`src/hw/rtl/assert_macros.svh`:
```
// assertion macros shared by the rtl of the f1 score unit
// no dependencies; included by the files that carry assertions
`ifndef ASSERT_MACROS_SVH
`define ASSERT_MACROS_SVH
`ifndef SYNTHESIS
// same-cycle implication, checked out of reset
`define MSF1_ASSERT_IMP(lbl, clk, rst, ante, cons) \
  lbl: assert property (@(posedge clk) disable iff (rst) (ante) |-> (cons)) \
    else $error("assertion failed");
// next-cycle implication, checked out of reset
`define MSF1_ASSERT_NXT(lbl, clk, rst, ante, cons) \
  lbl: assert property (@(posedge clk) disable iff (rst) (ante) |=> (cons)) \
    else $error("assertion failed");
`else
`define MSF1_ASSERT_IMP(lbl, clk, rst, ante, cons)
`define MSF1_ASSERT_NXT(lbl, clk, rst, ante, cons)
`endif
`endif

```
`src/hw/rtl/msf1_pkg.sv`:
```
// types and constants of the masked segmentation f1 score unit
// no dependencies; used by every module of the block
package msf1_pkg;

  localparam int COUNT_WIDTH = 25;
  localparam int FRAC_BITS   = 16;
  // remainder of the divider: twice the largest denominator
  localparam int REM_WIDTH   = COUNT_WIDTH + 3;
  localparam int STEP_WIDTH  = $clog2(FRAC_BITS);

  localparam logic [7:0] PIX_FG = 8'd0;
  localparam logic [7:0] PIX_BG = 8'd255;

  typedef struct packed {
    logic [7:0] mask_pixel;
    logic [7:0] result_pixel;
    logic [7:0] target_pixel;
    logic       last_pixel;
  } pixel_t;

  typedef struct packed {
    logic [COUNT_WIDTH-1:0] true_pos;
    logic [COUNT_WIDTH-1:0] false_pos;
    logic [COUNT_WIDTH-1:0] false_neg;
    logic [FRAC_BITS-1:0]   f1_fixed;
  } score_t;

  typedef struct packed {
    logic inc;
    logic clear;
  } count_ctl_t;

  typedef enum logic [1:0] {
    ST_RUN,
    ST_LOAD,
    ST_DIV,
    ST_DONE
  } state_t;

endpackage

```
`src/hw/rtl/msf1_counter.sv`:
```
// saturating tp / fp / fn counters fed by the pixel stream
// depends on msf1_pkg and assert_macros.svh
`include "assert_macros.svh"
module msf1_counter
  import msf1_pkg::*;
(
  input  logic                   clk,
  input  logic                   rst,
  input  count_ctl_t             ctl,
  input  logic [7:0]             result_pixel,
  input  logic [7:0]             target_pixel,
  output logic [COUNT_WIDTH-1:0] tp,
  output logic [COUNT_WIDTH-1:0] fp,
  output logic [COUNT_WIDTH-1:0] fn
);

  localparam logic [COUNT_WIDTH-1:0] CNT_FULL = {COUNT_WIDTH{1'b1}};
  localparam logic [COUNT_WIDTH-1:0] CNT_ONE  = COUNT_WIDTH'(1);

  logic is_tp, is_fp, is_fn;

  assign is_tp = (result_pixel == PIX_FG) && (target_pixel == PIX_FG);
  assign is_fp = (result_pixel == PIX_FG) && (target_pixel == PIX_BG);
  assign is_fn = (result_pixel == PIX_BG) && (target_pixel == PIX_FG);

  always_ff @(posedge clk) begin
    if (rst || ctl.clear) begin
      tp <= '0;
      fp <= '0;
      fn <= '0;
    end else if (ctl.inc) begin
      if (is_tp && tp != CNT_FULL) tp <= tp + CNT_ONE;
      if (is_fp && fp != CNT_FULL) fp <= fp + CNT_ONE;
      if (is_fn && fn != CNT_FULL) fn <= fn + CNT_ONE;
    end
  end

  `MSF1_ASSERT_NXT(a_clear_zero, clk, rst, ctl.clear, (tp == '0 && fp == '0 && fn == '0))
  `MSF1_ASSERT_NXT(a_hold_idle, clk, rst, (!ctl.inc && !ctl.clear), ($stable(tp) && $stable(fp) && $stable(fn)))
  `MSF1_ASSERT_IMP(a_one_class, clk, rst, ctl.inc, $onehot0({is_tp, is_fp, is_fn}))

endmodule

```
`src/hw/rtl/msf1_divider.sv`:
```
// restoring fraction divider, one quotient bit per cycle
// depends on msf1_pkg and assert_macros.svh
`include "assert_macros.svh"
module msf1_divider
  import msf1_pkg::*;
(
  input  logic                 clk,
  input  logic                 rst,
  input  logic                 start,
  input  logic [REM_WIDTH-1:0] num,
  input  logic [REM_WIDTH-1:0] den,
  output logic                 done,
  output logic [FRAC_BITS-1:0] quot
);

  localparam logic [STEP_WIDTH-1:0] LAST_STEP = STEP_WIDTH'(FRAC_BITS - 1);

  logic                  busy;
  logic [STEP_WIDTH-1:0] step;
  logic [REM_WIDTH-1:0]  rem;
  logic [REM_WIDTH-1:0]  dvs;
  logic [REM_WIDTH-1:0]  shifted;
  logic                  ge;

  // num < den holds on entry, so the shifted remainder never overflows
  assign shifted = {rem[REM_WIDTH-2:0], 1'b0};
  assign ge      = (shifted >= dvs);

  always_ff @(posedge clk) begin
    if (rst) begin
      busy <= 1'b0;
      done <= 1'b0;
      step <= '0;
    end else begin
      done <= 1'b0;
      if (start) begin
        busy <= 1'b1;
        step <= '0;
      end else if (busy) begin
        step <= step + STEP_WIDTH'(1);
        if (step == LAST_STEP) begin
          busy <= 1'b0;
          done <= 1'b1;
        end
      end
    end
  end

  always_ff @(posedge clk) begin
    if (start) begin
      rem  <= num;
      dvs  <= den;
      quot <= '0;
    end else if (busy) begin
      rem  <= ge ? (shifted - dvs) : shifted;
      quot <= {quot[FRAC_BITS-2:0], ge};
    end
  end

  `MSF1_ASSERT_IMP(a_rem_below, clk, rst, busy, (rem < dvs))
  `MSF1_ASSERT_IMP(a_done_idle, clk, rst, done, !busy)
  `MSF1_ASSERT_NXT(a_start_busy, clk, rst, start, busy)

endmodule

```
`src/hw/rtl/masked_segmentation_f1_score_unit.sv`:
```
// top level of the masked segmentation f1 score unit
// depends on msf1_pkg, msf1_counter, msf1_divider and assert_macros.svh
//
// Pixels of a frame come in one per cycle while not stalled; a pixel whose mask byte is zero is
// skipped, and result/target bytes of 0 (foreground) and 255 (background) drive three saturating
// counters (true positive, false positive, false negative). The pixel marked last holds the input
// stalled while the block latches the clamped counts and forms 2tp+fp+fn, runs the restoring
// divider that yields one quotient bit per cycle, lets the divider flag done, and writes the score
// register. If the previous score item is still waiting downstream, that last step waits with it.
// The score item holds the clamped counts (each at least 1) and floor(2^FRAC_BITS * 2tp /
// (2tp+fp+fn)); the counters are cleared for the next frame as the divider is started.
`include "assert_macros.svh"
module masked_segmentation_f1_score_unit
  import msf1_pkg::*;
(
  input  logic   clk,
  input  logic   rst,
  input  logic   pixel_valid,
  output logic   pixel_stall,
  input  pixel_t pixel,
  output logic   score_valid,
  input  logic   score_stall,
  output score_t score
);

  localparam logic [COUNT_WIDTH-1:0] CNT_ONE = COUNT_WIDTH'(1);

  state_t state;
  state_t state_next;

  logic                   accept;
  logic                   div_start;
  logic                   div_done;
  logic                   out_load;
  count_ctl_t             cnt_ctl;
  logic [COUNT_WIDTH-1:0] tp, fp, fn;
  logic [COUNT_WIDTH-1:0] tp_cl, fp_cl, fn_cl;
  logic [COUNT_WIDTH-1:0] tp_hold, fp_hold, fn_hold;
  logic [REM_WIDTH-1:0]   div_num;
  logic [REM_WIDTH-1:0]   div_den;
  logic [FRAC_BITS-1:0]   quot;

  assign accept = pixel_valid && !pixel_stall;

  // zero counts are raised to one before scoring
  assign tp_cl = (tp == '0) ? CNT_ONE : tp;
  assign fp_cl = (fp == '0) ? CNT_ONE : fp;
  assign fn_cl = (fn == '0) ? CNT_ONE : fn;

  // numerator 2tp, denominator 2tp + fp + fn
  assign div_num = REM_WIDTH'({tp_cl, 1'b0});
  assign div_den = REM_WIDTH'({tp_cl, 1'b0}) + REM_WIDTH'(fp_cl) + REM_WIDTH'(fn_cl);

  msf1_counter u_counter (
    .clk          (clk),
    .rst          (rst),
    .ctl          (cnt_ctl),
    .result_pixel (pixel.result_pixel),
    .target_pixel (pixel.target_pixel),
    .tp           (tp),
    .fp           (fp),
    .fn           (fn)
  );

  msf1_divider u_divider (
    .clk   (clk),
    .rst   (rst),
    .start (div_start),
    .num   (div_num),
    .den   (div_den),
    .done  (div_done),
    .quot  (quot)
  );

  // sequencer: counting, latch, divide, write score
  always_ff @(posedge clk) begin
    if (rst) state <= ST_RUN;
    else     state <= state_next;
  end

  always_comb begin
    state_next = state;
    case (state)
      ST_RUN:  if (accept && pixel.last_pixel) state_next = ST_LOAD;
      ST_LOAD: state_next = ST_DIV;
      ST_DIV:  if (div_done) state_next = ST_DONE;
      ST_DONE: if (out_load) state_next = ST_RUN;
      default: state_next = ST_RUN;
    endcase
  end

  always_comb begin
    pixel_stall   = 1'b1;
    cnt_ctl.inc   = 1'b0;
    cnt_ctl.clear = 1'b0;
    div_start     = 1'b0;
    out_load      = 1'b0;
    case (state)
      ST_RUN: begin
        pixel_stall = 1'b0;
        cnt_ctl.inc = accept && (pixel.mask_pixel != 8'd0);
      end
      ST_LOAD: begin
        cnt_ctl.clear = 1'b1;
        div_start     = 1'b1;
      end
      ST_DIV: begin
        pixel_stall = 1'b1;
      end
      ST_DONE: begin
        // wait for the score register to be free
        out_load = !score_valid || !score_stall;
      end
      default: begin
        pixel_stall = 1'b1;
      end
    endcase
  end

  // clamped counts kept while the counters restart
  always_ff @(posedge clk) begin
    if (div_start) begin
      tp_hold <= tp_cl;
      fp_hold <= fp_cl;
      fn_hold <= fn_cl;
    end
  end

  // score register, held while stalled
  always_ff @(posedge clk) begin
    if (out_load) begin
      score.true_pos  <= tp_hold;
      score.false_pos <= fp_hold;
      score.false_neg <= fn_hold;
      score.f1_fixed  <= quot;
    end
  end

  always_ff @(posedge clk) begin
    if (rst)                score_valid <= 1'b0;
    else if (out_load)      score_valid <= 1'b1;
    else if (!score_stall)  score_valid <= 1'b0;
  end

  `MSF1_ASSERT_IMP(a_score_src, clk, rst, $rose(score_valid), ($past(state) == ST_DONE))
  `MSF1_ASSERT_IMP(a_div_stall, clk, rst, (state == ST_DIV || state == ST_LOAD), pixel_stall)
  `MSF1_ASSERT_NXT(a_load_clear, clk, rst, (state == ST_LOAD), (tp == '0 && state == ST_DIV))

endmodule

```
`config.mk`:
```
export PLATFORM = sky130hd
export DESIGN_NAME = masked_segmentation_f1_score_unit
export DESIGN_NICKNAME = d
export VERILOG_FILES = /design/src/hw/rtl/msf1_pkg.sv /design/src/hw/rtl/msf1_counter.sv /design/src/hw/rtl/msf1_divider.sv /design/src/hw/rtl/masked_segmentation_f1_score_unit.sv
export VERILOG_INCLUDE_DIRS = /design/src /design/src/hw/rtl
export SDC_FILE = /design/constraint.sdc
export NUM_CORES = 1
export LEC_CHECK = 0
export BUFFER_PORTS_ARGS = -buffer_cell sky130_fd_sc_hd__buf_2
export CAP_MARGIN = 30
export CORE_MARGIN = 3
export CORE_UTILIZATION = 55
export DETAILED_ROUTE_END_ITERATION = 12
export PLACE_DENSITY = 0.74
export SLEW_MARGIN = 20
export SYNTH_ARGS = -nofsm -noshare
export SYNTH_HDL_FRONTEND = slang
export SYNTH_HIERARCHICAL = 1
export SYNTH_SLANG_ARGS = --single-unit
```
`constraint.sdc`:
```
create_clock -name clk -period 11.44 [get_ports clk]
set_input_delay 2.288 -clock clk [delete_from_list [all_inputs] [get_ports clk]]
set_output_delay 2.288 -clock clk [all_outputs]
set_load 0.03 [all_outputs]
```
**After elaboration in Yosys (flattened, before gate mapping)**

Cells that the tools add are included.

- Input bits: 29
- Output and inout bits: 93
- Flip-flop bits (word level): 321

- Reduce and logical (&&, ||, !) cells: 27
- Muxes and demuxes: 20
- $add $sub $neg: 7
- Order comparisons: 1
- Eq/ne operators: 13
- Bitwise logic cells: 1

Operators with widths:

| cell | number |
|---|---|
| $add 25x1->25 const B | 3 |
| $logic_not 25->1 | 3 |
| $mux 25 | 3 |
| $ne 25x25->1 const B | 3 |
| $mux 26 | 2 |
| $add 27x25->28 | 1 |
| $ge 28x28->1 | 1 |
| $add 26x25->27 | 1 |
| $mux 27 | 1 |
| $sub 27x27->27 | 1 |
| $eq 8x8->1 const B | 2 |
| $logic_not 8->1 | 2 |
| $mux 1 | 10 |
| $logic_and 1x1->1 | 9 |
| $pmux 2 s4 | 1 |
| $reduce_bool 8->1 | 1 |
| $mux 2 | 3 |
| $ne 2x1->1 const B | 3 |
| $reduce_and 2->1 | 3 |
| $add 4x1->4 const B | 1 |
| $eq 2x2->1 const B | 2 |
| $eq 4x4->1 const B | 1 |
| $reduce_and 3->1 | 1 |
| $reduce_or 3->1 | 1 |
| 8 further kinds | 10 |

**Logic depth before layout (Yosys ltp)**

- Depth after elaboration: 5
- Depth in mapped cells: 17

**By module**

Netlist, hierarchy kept.

Modules (own cells, without submodules):

| module | area each (um^2) | instances | seq. area each (um^2) | cells an instance |
|---|---|---|---|---|
| masked_segmentation_f1_score_unit | 7862.5 | 1 | 5044.8 | 604 |
| msf1_divider | 4718.3 | 1 | 2092.0 | 491 |
| msf1_counter | 3616.0 | 1 | 1501.4 | 434 |

**Worst setup path after synthesis**

No wires, ideal clock.

- Path type: in2reg
- From: input port score_stall
- To: register score[0] (netlist name), enable pin
- Path slack: 1.871 ns
- Stages on the path: 1
- Arrival: 8.891 ns
- Library setup time: 0.678 ns
- Cells stage by stage: a21boi_0

- Word-level cells in the longest chain between the ends: 3

Ends and longest elaborated chain:

| element | line | source |
|---|---|---|
| start, declared | masked_segmentation_f1_score_unit.sv:22 | `input logic score_stall,` |
| $logic_not 1->1 | - |  |
| $logic_or 1x1->1 | masked_segmentation_f1_score_unit.sv:112 | `out_load = !score_valid \|\| !score_stall;` |
| $mux 1 | masked_segmentation_f1_score_unit.sv:98 | `case (state)` |
| end, declared | masked_segmentation_f1_score_unit.sv:23 | `output score_t score` |

No other way between the ends.
A chain may end at the register's enable or synchronous reset.

==> flow_summary.yaml <==
run_status:
  outcome: "finished clean"
clock_tree:
  clock_tree.root_cell: "clkbuf_16"
  cts_tree: "yes"
  cts_buffers: 34
  path_clk_slew_ns: 0.06
  cts_setup_buffers: 0
  htreeDepth: 2
  cts_sinks: 321
  cts-resized-gates: 0
  clockBufferDepth: 3
  cts_hold_buf: 0
  clock_latency_ns: 0.52
sta:
  fin_tns_setup_ns: 0
  worstMarginPinSlew_ns: 0.8816
  period_share_pct: 38.16
  max_slew_margin_pct: 41.23
  setup_viol: 0
  hold_violations: 0
  fmax_mhz: 229.1
  rsz0062_at_grt: "false"
  slew_violations: 0
  fin_crit_ns: 4.365
  setup_slack_ns: 7.075
  finClkSkew_ns: 0.02251
pwr:
  switching_share_pct: 34.06
  p_int_mw: 2.596
  power.total_mw: 3.938
  p_leak_nw: 7.004
  switchingPower_mw: 1.341
  powerDensity_nw_per_um2: 218.4
  power.clock.fraction_pct: 26.4
  p_seq_share_pct: 40.9
  peakVddDrop_mv: 0.1096
  p_comb_share_pct: 32.7
detailed_routing:
  wl_per_cell_um: 17.68
  viasPerCell: 5.634
  firstDrtPassIters: 5
  drc: 0
  routed_wl_um: 35340
  drtIter0Drc: 818
  num_vias: 11263
  antenna_left: 0
critical_path:
  cp_max_fo: 8
  crit_end: "u_counter/fn[18]"
  crit_type: "in2reg"
  worst_setup_path_end_kind: "flop"
  r2r_slack_ns: 7.32
  worstReg2RegEnd: "u_divider/dvs[25]"
  arrival_ns: 4.80
  crit_required_ns: 11.87
  r2r-start: "u_counter/tp[23]"
  start_kind: "input pin"
  rr_worst_depth: 17
  critPathLaunch: "pixel_valid"
place:
  dp_hpwl_um: 24650
  io_buffers: 121
  gp_congestion: 0.9992
  place_ws_ns: 6.580
  placed_cells: 1937
floorplan:
  start_util_pct: 56.13
  die_w_um: 177.6
  pin_count: 122
  core_area_um2: 28860
  die_height_um: 177.6
  dieArea_um2: 31540
  num_rows: 62
synthesis:
  synth_edf_count: 221
  synth_compound_area_share_pct: 11.18
  synth_fa_ha_area_share_pct: 8.003
  ys_ff_latch: 321
  synth.distinct_cells: 80
  synth-simple-area-share_pct: 14.65
  synthXorXnorAreaFrac_pct: 4.921
  synthMuxAreaShare_pct: 1.236
  postSynthAreaPerCell_um2: 10.59
  synth_top_family_by_area: "simple AND/OR/NAND/NOR gates"
  synth_ff_type: "edfxtp_1"
  yosysWarnings: 6
  synthArstFlopShare_pct: 0
  syn_area_um2: 16200
  syn_inst: 1529
  yosysSeqAreaShare_pct: 53.33
flow_run:
  maxCapViolCount: 0
min_path:
  hold-path-cell-count: 0
  min_path_type: "reg2reg"
finish:
  finalNonFillerCells: 1999
  fin_nets: 1707
  area_growth_pct: 11.31
  final_core_utilization_pct: 62.47
  diodes: 0
  drive_above_1_share_pct: 13.68
global_routing:
  grt-ovfl-total: 0
  track_usage_pct: 22.45
  antenna_found_initial: 0
  grt_max_degree: 73
  grt_pass1_wl_um: 56240
  grt_pass1_vias: 10671
## cell usage in the layout, fill, tap and decap left out, drive strengths merged, types with 9 or more instances in the layout
cell	n
or3	22
dfxtp	100
o21bai	10
xor2	53
edfxtp	221
inv	178
o21ai	52
a21oi	99
nand3	42
nand4	39
fa	26
xnor2	38
mux2i	20
and4	15
clkbuf	41
nor3	29
nand2	82
a211oi	18
and3	18
and2	9
nor4	30
a21o	24
nor2	125
nor2b	25
o21a	12
clkinv	14
ha	62
buf	128
## flip-flops by register name (all words and copies together), names as in the netlist
register        cells
state               2
fp_hold            25
u_counter/fp       25
u_divider/done      1
u_divider/step      4
tp_hold            25
u_divider/dvs      28
u_divider/busy      1
score_valid         1
u_counter/tp       25
score              91
u_divider/quot     16
u_counter/fn       25
fn_hold            25
u_divider/rem      27
## worst max-delay path: stages
cell	delay, ns
buf_2	0.09
nand2_1	0.05
a21oi_1	0.68
nand4b_2	0.39
a2111oi_4	0.63
nand3_2	0.17
or3_1	0.33
a21oi_1	0.17
## worst min-delay path by stage
stage / startpoint / to
2_1_floorplan: fn_hold[0] / score[16]
3_3_place_gp: tp_hold[3] / score[69]
3_5_place_dp: fn_hold[4] / score[20]
4_1_cts: fp_hold[14] / score[55]
5_1_grt: fp_hold[12] / score[53]
6_report: tp_hold[14] / score[80]
## cell usage after synthesis (5+ instances only)
cell type,number,area (µm²)
edfxtp_1,221,6636
inv_1,175,656.9
nor2_1,125,469.2
dfxtp_1,100,2002
a21oi_1,97,485.5
clkbuf_1,91,341.6
nand2_1,82,307.8
ha_1,62,775.7
xor2_1,53,464.2
o21ai_0,46,230.2
nand3_1,40,200.2
nand4_1,39,244.0
xnor2_1,38,332.8
nor3_1,29,145.1
nor4_1,28,175.2
fa_1,26,520.5
nor2b_1,25,156.4
a21o_1,22,165.2
or3_1,22,137.6
mux2i_1,20,200.2
and3_1,18,112.6
and4_1,13,113.9
a211oi_1,12,90.09
o21a_1,11,82.58
o21bai_1,10,75.07
and2_1,8,50.05
buf_2,7,35.03
or2_2,7,43.79
a211oi_2,6,75.07
a31oi_1,6,37.54
nor3b_1,5,37.54
o211ai_1,5,37.54
## area by class of cell
cell class | instances | area (µm²)
clock buffer | 41 | 898.4
clock inverter | 20 | 165.2
fill | 2332 | 10830
inverter | 175 | 656.9
multi-input combinational | 930 | 6511
sequential | 321 | 8638
tap | 384 | 480.5
timing repair buffer | 128 | 678.2
## per-layer routing
layer	share of wire, %	global-route usage [%]
met5	0	0
met4	3.3	8.213
met3	6.3	4.536
met2	46	34.98
met1	45	31.35
## power by group through the flow
| stage | Combinational (mW) | Sequential [mW] | Clock [mW] |
|---|---|---|---|
| final | 1.29 | 1.61 | 1.04 |
| after global routing | 1.43 | 1.63 | 1.11 |
| after global placement | 1.25 | 1.63 | 0 |
| after CTS | 1.28 | 1.61 | 1.06 |
| after detailed placement | 1.27 | 1.63 | 0 |
| after floorplan | 0.960 | 1.66 | 0 |
## through the flow
step	area [µm²]	hold slack [ns]
2_1_floorplan	16200	0.4003
3_3_place_gp	16940	0.4021
3_5_place_dp	16940	0.4045
4_1_cts	18000	0.4099
5_1_grt	18030	0.4223
6_report	18030	0.4160
## logic make-up (layout without fill, tap and decap cells)
logic type	Yosys count	after routing
and+or+nand+nor	459	459
DFF	321	321
buffers and inverters	280	364
AOI/OAI and AO/OA	269	269
xor gates and xnor gates	91	91
adders and majority gates	88	88
muxes	20	20
other	1	3
(Power assumes the default switching activity.)
